### src/design/lkv_pkg.sv
`default_nettype none

package lkv_pkg;

  localparam int DEPTH_DEF      = 16;
  localparam int KEY_BITS_DEF   = 32;
  localparam int VALUE_BITS_DEF = 32;

  typedef enum logic [2:0] {
    OP_STORE  = 3'd0,
    OP_APPEND = 3'd1,
    OP_LOOKUP = 3'd2,
    OP_DELETE = 3'd3,
    OP_CLEAR  = 3'd4,
    OP_READ   = 3'd5
  } lkv_op_t;

  typedef enum logic [1:0] {
    ST_OK        = 2'd0,
    ST_NOT_FOUND = 2'd1,
    ST_FULL      = 2'd2,
    ST_BEYOND    = 2'd3
  } lkv_status_t;

  typedef enum logic {
    FSM_IDLE = 1'b0,
    FSM_EXEC = 1'b1
  } lkv_fsm_t;

  // Per-cell write controls
  typedef struct packed {
    logic load;
    logic update;
    logic shift;
  } lkv_cell_ctl_t;

endpackage

`default_nettype wire

### src/design/lkv_cell.sv
`default_nettype none

module lkv_cell #(
  parameter int KEY_BITS   = 32,
  parameter int VALUE_BITS = 32,
  parameter int NUM_BITS   = 4
) (
  input  wire                         clk,
  input  wire                         cmp_en,
  input  wire                         active,
  input  wire  [KEY_BITS-1:0]         cmp_key,
  input  wire  lkv_pkg::lkv_cell_ctl_t ctl,
  input  wire  [KEY_BITS-1:0]         new_key,
  input  wire  [VALUE_BITS-1:0]       new_val,
  input  wire  [NUM_BITS-1:0]         new_num,
  input  wire  [KEY_BITS-1:0]         nb_key,
  input  wire  [VALUE_BITS-1:0]       nb_val,
  input  wire  [NUM_BITS-1:0]         nb_num,
  input  wire                         hit_in,
  output logic                        hit_out,
  output logic                        first,
  output logic [KEY_BITS-1:0]         key,
  output logic [VALUE_BITS-1:0]       val,
  output logic [NUM_BITS-1:0]         num
);
  import lkv_pkg::*;

  logic [KEY_BITS-1:0]   key_r,   key_nxt;
  logic [VALUE_BITS-1:0] val_r,   val_nxt;
  logic [NUM_BITS-1:0]   num_r,   num_nxt;
  logic                  match_r, match_nxt;

  always_comb begin
    match_nxt = cmp_en ? (active && (key_r == cmp_key)) : match_r;
    key_nxt   = key_r;
    val_nxt   = val_r;
    num_nxt   = num_r;
    if (ctl.load) begin
      key_nxt = new_key;
      val_nxt = new_val;
      num_nxt = new_num;
    end else if (ctl.update) begin
      val_nxt = new_val;
    end else if (ctl.shift) begin
      // take the entry of the next slot up
      key_nxt = nb_key;
      val_nxt = nb_val;
      num_nxt = nb_num;
    end
  end

  always_ff @(posedge clk) begin
    match_r <= match_nxt;
    key_r   <= key_nxt;
    val_r   <= val_nxt;
    num_r   <= num_nxt;
  end

  // hit_out: some slot at or below this one matched
  assign hit_out = hit_in | match_r;
  assign first   = match_r & ~hit_in;
  assign key     = key_r;
  assign val     = val_r;
  assign num     = num_r;

endmodule

`default_nettype wire

### src/design/linear_key_value_table.sv
// Operation: at input transfer every cell compares its key with the input key;
// the execute state then picks the first match and applies the operation.
// A new item is taken only after the execute state of the last one, and a
// result held by out_stall delays the next execute.
// Reset (synchronous, rst_n low) empties the table and drops any result.
`default_nettype none

module linear_key_value_table #(
  parameter int DEPTH      = lkv_pkg::DEPTH_DEF,
  parameter int KEY_BITS   = lkv_pkg::KEY_BITS_DEF,
  parameter int VALUE_BITS = lkv_pkg::VALUE_BITS_DEF
) (
  input  wire                                clk,
  input  wire                                rst_n,
  input  wire                                in_valid,
  output logic                               in_stall,
  input  wire  [2:0]                         in_opcode,
  input  wire  [KEY_BITS-1:0]                in_key_in,
  input  wire  [VALUE_BITS-1:0]              in_value_in,
  input  wire  [$clog2(DEPTH)-1:0]           in_position,
  output logic                               out_valid,
  input  wire                                out_stall,
  output logic [1:0]                         out_status,
  output logic                               out_found,
  output logic [KEY_BITS-1:0]                out_key_out,
  output logic [VALUE_BITS-1:0]              out_value_out,
  output logic [$clog2(DEPTH)-1:0]           out_insert_number,
  output logic [$clog2(DEPTH+1)-1:0]         out_entry_count
);
  import lkv_pkg::*;

  localparam int NUM_BITS = $clog2(DEPTH);
  localparam int CW       = $clog2(DEPTH + 1);

  lkv_fsm_t state_r, state_nxt;

  logic [2:0]            op_r;
  logic [KEY_BITS-1:0]   key_r;
  logic [VALUE_BITS-1:0] val_r;
  logic [NUM_BITS-1:0]   pos_r;
  logic [CW-1:0]         count_r, count_nxt;

  logic                  out_valid_r, out_valid_nxt;
  logic [1:0]            status_r;
  logic                  found_r;
  logic [KEY_BITS-1:0]   okey_r;
  logic [VALUE_BITS-1:0] oval_r;
  logic [NUM_BITS-1:0]   onum_r;

  logic accept, exec_go;
  logic do_append, do_update, do_shift;

  logic [DEPTH:0]        hit_chain;
  logic [DEPTH-1:0]      first_v, sel_v;
  logic [KEY_BITS-1:0]   ck   [DEPTH];
  logic [VALUE_BITS-1:0] cv   [DEPTH];
  logic [NUM_BITS-1:0]   cn   [DEPTH];

  logic [KEY_BITS-1:0]   rd_key;
  logic [VALUE_BITS-1:0] rd_val;
  logic [NUM_BITS-1:0]   rd_num;

  logic [1:0]            res_status;
  logic                  res_found;
  logic [KEY_BITS-1:0]   res_key;
  logic [VALUE_BITS-1:0] res_val;
  logic [NUM_BITS-1:0]   res_num;

  logic any_hit, full, is_read;

  // next state
  always_comb begin
    state_nxt = state_r;
    unique case (state_r)
      FSM_IDLE: if (in_valid) state_nxt = FSM_EXEC;
      FSM_EXEC: if (exec_go)  state_nxt = FSM_IDLE;
      default:                state_nxt = FSM_IDLE;
    endcase
  end

  // state outputs
  always_comb begin
    in_stall = 1'b1;
    exec_go  = 1'b0;
    unique case (state_r)
      // hold off transfers while in reset
      FSM_IDLE: in_stall = !rst_n;
      FSM_EXEC: exec_go  = !out_valid_r || !out_stall;
      default: ;
    endcase
  end

  assign accept = in_valid && !in_stall;

  always_ff @(posedge clk) begin
    if (!rst_n) begin
      state_r     <= FSM_IDLE;
      count_r     <= '0;
      out_valid_r <= 1'b0;
    end else begin
      state_r     <= state_nxt;
      count_r     <= count_nxt;
      out_valid_r <= out_valid_nxt;
    end
  end

  always_ff @(posedge clk) begin
    if (accept) begin
      op_r  <= in_opcode;
      key_r <= in_key_in;
      val_r <= in_value_in;
      pos_r <= in_position;
    end
    if (exec_go) begin
      status_r <= res_status;
      found_r  <= res_found;
      okey_r   <= res_key;
      oval_r   <= res_val;
      onum_r   <= res_num;
    end
  end

  assign hit_chain[0] = 1'b0;

  for (genvar i = 0; i < DEPTH; i++) begin : g_cell
    lkv_cell_ctl_t ctl;
    logic          active;

    assign active     = count_r > CW'(i);
    assign ctl.load   = do_append && (count_r == CW'(i));
    assign ctl.update = do_update && first_v[i];
    assign ctl.shift  = do_shift && hit_chain[i+1];
    assign sel_v[i]   = is_read ? (pos_r == NUM_BITS'(i)) : first_v[i];

    if (i == DEPTH - 1) begin : g_last
      lkv_cell #(
        .KEY_BITS   (KEY_BITS),
        .VALUE_BITS (VALUE_BITS),
        .NUM_BITS   (NUM_BITS)
      ) u_cell (
        .clk     (clk),
        .cmp_en  (accept),
        .active  (active),
        .cmp_key (in_key_in),
        .ctl     (ctl),
        .new_key (key_r),
        .new_val (val_r),
        .new_num (count_r[NUM_BITS-1:0]),
        .nb_key  (ck[i]),
        .nb_val  (cv[i]),
        .nb_num  (cn[i]),
        .hit_in  (hit_chain[i]),
        .hit_out (hit_chain[i+1]),
        .first   (first_v[i]),
        .key     (ck[i]),
        .val     (cv[i]),
        .num     (cn[i])
      );
    end else begin : g_mid
      lkv_cell #(
        .KEY_BITS   (KEY_BITS),
        .VALUE_BITS (VALUE_BITS),
        .NUM_BITS   (NUM_BITS)
      ) u_cell (
        .clk     (clk),
        .cmp_en  (accept),
        .active  (active),
        .cmp_key (in_key_in),
        .ctl     (ctl),
        .new_key (key_r),
        .new_val (val_r),
        .new_num (count_r[NUM_BITS-1:0]),
        .nb_key  (ck[i+1]),
        .nb_val  (cv[i+1]),
        .nb_num  (cn[i+1]),
        .hit_in  (hit_chain[i]),
        .hit_out (hit_chain[i+1]),
        .first   (first_v[i]),
        .key     (ck[i]),
        .val     (cv[i]),
        .num     (cn[i])
      );
    end
  end

  // one-hot select of the entry to report
  always_comb begin
    rd_key = '0;
    rd_val = '0;
    rd_num = '0;
    for (int i = 0; i < DEPTH; i++) begin
      rd_key = rd_key | (ck[i] & {KEY_BITS{sel_v[i]}});
      rd_val = rd_val | (cv[i] & {VALUE_BITS{sel_v[i]}});
      rd_num = rd_num | (cn[i] & {NUM_BITS{sel_v[i]}});
    end
  end

  assign any_hit = hit_chain[DEPTH];
  assign full    = count_r == CW'(DEPTH);
  assign is_read = op_r == OP_READ;

  // operation decode
  always_comb begin
    do_append  = 1'b0;
    do_update  = 1'b0;
    do_shift   = 1'b0;
    count_nxt  = count_r;
    res_status = ST_OK;
    res_found  = 1'b0;
    res_key    = '0;
    res_val    = '0;
    res_num    = '0;
    unique case (op_r)
      OP_STORE, OP_APPEND: begin
        if (op_r == OP_STORE && any_hit) begin
          do_update = exec_go;
          res_found = 1'b1;
          res_key   = rd_key;
          res_val   = val_r;
          res_num   = rd_num;
        end else if (full) begin
          res_status = ST_FULL;
        end else begin
          do_append = exec_go;
          res_key   = key_r;
          res_val   = val_r;
          res_num   = count_r[NUM_BITS-1:0];
          if (exec_go) count_nxt = count_r + CW'(1);
        end
      end
      OP_LOOKUP, OP_DELETE: begin
        if (any_hit) begin
          res_found = 1'b1;
          res_key   = rd_key;
          res_val   = rd_val;
          res_num   = rd_num;
          if (op_r == OP_DELETE) begin
            do_shift = exec_go;
            if (exec_go) count_nxt = count_r - CW'(1);
          end
        end else begin
          res_status = ST_NOT_FOUND;
        end
      end
      OP_CLEAR: begin
        if (exec_go) count_nxt = '0;
      end
      OP_READ: begin
        if (CW'(pos_r) < count_r) begin
          res_found = 1'b1;
          res_key   = rd_key;
          res_val   = rd_val;
          res_num   = rd_num;
        end else begin
          res_status = ST_BEYOND;
        end
      end
      default: ;
    endcase
  end

  always_comb begin
    if (exec_go) begin
      out_valid_nxt = 1'b1;
    end else begin
      out_valid_nxt = out_valid_r && out_stall;
    end
  end

  // entry_count reports the count after the operation, i.e. the current one
  logic [CW-1:0] ocount_r;
  always_ff @(posedge clk) begin
    if (exec_go) ocount_r <= count_nxt;
  end

  assign out_valid         = out_valid_r;
  assign out_status        = status_r;
  assign out_found         = found_r;
  assign out_key_out       = okey_r;
  assign out_value_out     = oval_r;
  assign out_insert_number = onum_r;
  assign out_entry_count   = ocount_r;

endmodule

`default_nettype wire

### config.mk
export PLATFORM = sky130hd
export DESIGN_NAME = linear_key_value_table
export DESIGN_NICKNAME = d
export VERILOG_FILES = /design/src/design/lkv_pkg.sv /design/src/design/lkv_cell.sv /design/src/design/linear_key_value_table.sv
export SDC_FILE = /design/constraint.sdc
export NUM_CORES = 2
export LEC_CHECK = 0
export BUFFER_PORTS_ARGS = -buffer_cell sky130_fd_sc_hd__buf_2
export CAP_MARGIN = 20
export CORE_MARGIN = 2
export CORE_UTILIZATION = 25
export DETAILED_ROUTE_END_ITERATION = 16
export PLACE_DENSITY = 0.44
export RECOVER_POWER = 100
export SLEW_MARGIN = 40
export SYNTH_ARGS = -nofsm -noshare
export SYNTH_HDL_FRONTEND = slang
export SYNTH_SLANG_ARGS = --single-unit
### constraint.sdc
create_clock -name clk -period 13.2 [get_ports clk]
set_input_delay 2.64 -clock clk [delete_from_list [all_inputs] [get_ports clk]]
set_output_delay 2.64 -clock clk [all_outputs]
set_load 0.05 [all_outputs]
==> results.py <==
metrics = {
    "setup_path": {
        "worstPathMaxFanout": 42,
        "required_ps": 13760,
        "timing.rr.end": "g_cell[11].g_mid.u_cell.val[22]",
        "critPathLaunchType": "input port",
        "rr_worst_depth": 9,
        "crit_type": "in2reg",
        "r2r-start": "g_cell[0].g_mid.u_cell.match_r",
        "cp-end-kind": "register",
        "crit_arrival_ps": 10060,
        "r2r_slack_ps": 3840,
    },
    "floorplanning": {
        "ios": 153,
        "fp.dieW_um": 532,
        "core_area_um2": 277000,
        "rows": 193,
        "die_area_um2": 283000,
        "initial_utilization_pct": 25.2,
        "die_h_um": 532,
    },
    "sta": {
        "final.min_clock_period_ps": 9500,
        "skew_ps": 48.0,
        "rsz0062_at_grt": "false",
        "setup_viol_count_final": 0,
        "finalCritPeriodShare_pct": 72.0,
        "fin_tns_setup_ps": 0,
        "slew_violations": 2151,
        "worstMarginPinSlew_ps": 4770,
        "finalHoldViolCount": 0,
        "fmax_mhz": 105,
        "relSlewSlack_pct": -218,
        "fin_hold_ws_ps": 568,
    },
    "final_layout": {
        "fillCellCount": 28500,
        "fin_nets": 5610,
        "multiInputGateArea_um2": 30300,
        "layout-drive-gt1-share_pct": 23.8,
        "area_delta_synth_final_pct": 13.8,
        "final_cells": 9357,
        "utilization_pct": 28.6,
        "seq_area_um2": 37700,
    },
    "detailed_routing": {
        "first_pass_iters": 9,
        "vias": 55900,
        "totalWireLength_um": 375000,
        "avgViaCountPerCell": 5.97,
        "drc_errors": 0,
        "drtIter0Drc": 8951,
        "wl_per_cell_um": 40.0,
        "antenna_left": 0,
    },
    "synthesis": {
        "syn_area_um2": 69700,
        "syn_inst": 5542,
        "synth_commonest_cells": "1251 x edfxtp_1, 834 x mux2_2, 569 x nand2_1, 357 x clkbuf_1, 353 x xor2_1",
        "ys_ff_latch": 1258,
        "synth_nets": 5626,
        "yosysWarnings": 0,
        "ys_async_sr_fraction_pct": 0,
        "synth.area.top_cells": "edfxtp_1 54%, mux2_2 13%, xor2_1 4.4%, a22oi_1 3.7%, nand2_1 3.1%",
        "synth.largest_area_cell": "edfxtp_1",
        "synthFlopType": "edfxtp_1",
        "yosys.cell_count.top_type": "edfxtp_1",
        "synth_area_per_cell_um2": 12.6,
        "ys_seq_area_share_pct": 54.1,
        "yosysTopAreaCellShare_pct": 53.9,
        "yosysUniqueCellTypes": 79,
        "synth_edf_count": 1251,
    },
    "cts": {
        "cts_setup_buffers": 0,
        "cts_buffers": 157,
        "cts-root-buf": "clkbuf_16",
        "htree_num_levels": 4,
        "ctsHoldBuffers": 0,
        "ctsResizeCount": 0,
        "cts_sinks": 1258,
        "clk_latency_ps": 860,
        "cts_tree": "yes",
        "clockBufferDepth": 4,
        "path_clk_slew_ps": 60,
    },
    "grt": {
        "grt_pass1_vias": 53100,
        "antenna_found_initial": 47,
        "overflow": 0,
        "grt_max_degree": 60,
        "grt_pass1_wl_um": 495000,
        "track_usage_pct": 25.4,
    },
    "place": {
        "port_buffers": 152,
        "gp_congestion": 1.04,
        "dp_hpwl_um": 235000,
        "dpl.cell_count": 9070,
    },
    "run": {
        "cap_violations": 73,
    },
    "power": {
        "pwr_density_cell_nw_per_um2": 117,
        "peakVddDrop_v": 0.000109,
        "p_leak_uw": 0.0252,
    },
    "worst_hold_path": {
        "whs_path_depth": 2,
        "hold_end": "out_valid",
        "hp-start": "state_r",
        "hold_path.class": "reg2reg",
    },
    "run_status": {
        "status": "complete, but fails checks",
        "violations": "max-capacitance violations, max-slew violations",
    },
}
routing by layer:
layer / global-route usage, % / up-vias / wire length (µm)
li1: - / 21700 / -
met1: 32.6 / 28800 / 144000
met2: 38.1 / 4291 / 160000
met3: 7.18 / 1100 / 42700
met4: 14.6 / 24 / 27000
met5: 0.287 / - / 245
cells by family after synthesis:
| family | synth area share (%) |
|---|---|
| flops | 54.1 |
| simple gates | 8.90 |
| compound gates | 11.5 |
| mux | 15.8 |
| buf+inv | 3.07 |
| xor+xnor | 6.44 |
| fa+ha+maj | 0.162 |
critical path: stages:
cell and delay (ps):
clkbuf_1 150, nand2_1 70, nand2_1 360, clkinvlp_2 2090, and4_1 1130, nand2_1 220, clkbuf_1 2740, mux2_2 510
power breakdown:
| group | internal, µW | leakage, µW | switching (µW) |
|---|---|---|---|
| Combinational | 156 | 0.0116 | 497 |
| Clock | 2300 | 0.00224 | 1830 |
| Sequential | 4410 | 0.0114 | 75.8 |
metrics by stage:
step	worst slack (ps)	power (µW)	area, µm²
after floorplan	3250	4860	69700
after global placement	6230	5200	74900
after detailed placement	6400	5200	75300
after CTS	7300	9300	79900
after global routing	3680	9480	79200
final	3700	9270	79200
worst max path at each step:
stage	startpoint	end	slack, ps	cells past startpoint
6_report	out_stall	g_cell[1].g_mid.u_cell.key[0]	3700	8
3_3_place_gp	out_stall	g_cell[13].g_mid.u_cell.val[25]	6230	9
5_1_grt	out_stall	g_cell[13].g_mid.u_cell.val[26]	3680	9
3_5_place_dp	out_stall	g_cell[13].g_mid.u_cell.val[25]	6400	9
2_1_floorplan	out_stall	g_cell[5].g_mid.u_cell.val[0]	3250	8
4_1_cts	out_stall	g_cell[13].g_mid.u_cell.val[7]	7300	9
sequential cells by signal (all words and copies together), names as in the netlist, 5 cells and up:
register	count
g_cell.g_mid.u_cell.num	60
out_key_out	32
out_entry_count	5
g_cell.g_mid.u_cell.key	480
count_r	5
key_r	32
g_cell.g_mid.u_cell.match_r	15
g_cell.g_last.u_cell.key	32
val_r	32
g_cell.g_last.u_cell.val	32
out_value_out	32
g_cell.g_mid.u_cell.val	480
placed cells by master (no fill, tap or decap), types with 16 or more instances in the layout:
master,netlist,routed
and2_0,6,18
nor3_1,43,40
a221o_1,63,63
clkbuf_16,0,161
a31oi_1,26,26
a211oi_1,28,28
a21oi_1,54,53
nor2_1,72,62
buf_2,95,32
nand3_1,121,121
mux2_1,57,57
a22oi_1,342,342
edfxtp_1,1251,1251
xor2_1,353,344
and2_1,50,28
mux4_2,36,36
nand2b_1,31,24
and3_1,46,40
mux2_2,834,831
nand2_1,569,552
a2111oi_0,18,18
nor4_1,122,113
clkbuf_1,357,216
xnor2_1,159,157
clkinv_2,0,19
o211ai_1,24,24
a221oi_1,59,59
mux2i_1,17,16
a22o_1,150,150
a222oi_1,68,68
buf_4,6,106
nand4_1,108,108
o21ai_0,120,116
clkinv_1,1,42
diode_2,0,19
nand2_2,0,17
final cells by class:
type,instances,area share [%]
multi-input combinational,3758,38.3
tap,3705,5.85
antenna,19,0.0600
clock inverter,72,0.556
sequential,1258,47.6
timing repair buffer,337,2.35
clock buffer,194,5.24
inverter,14,0.0679
(Power assumes the default switching activity.)
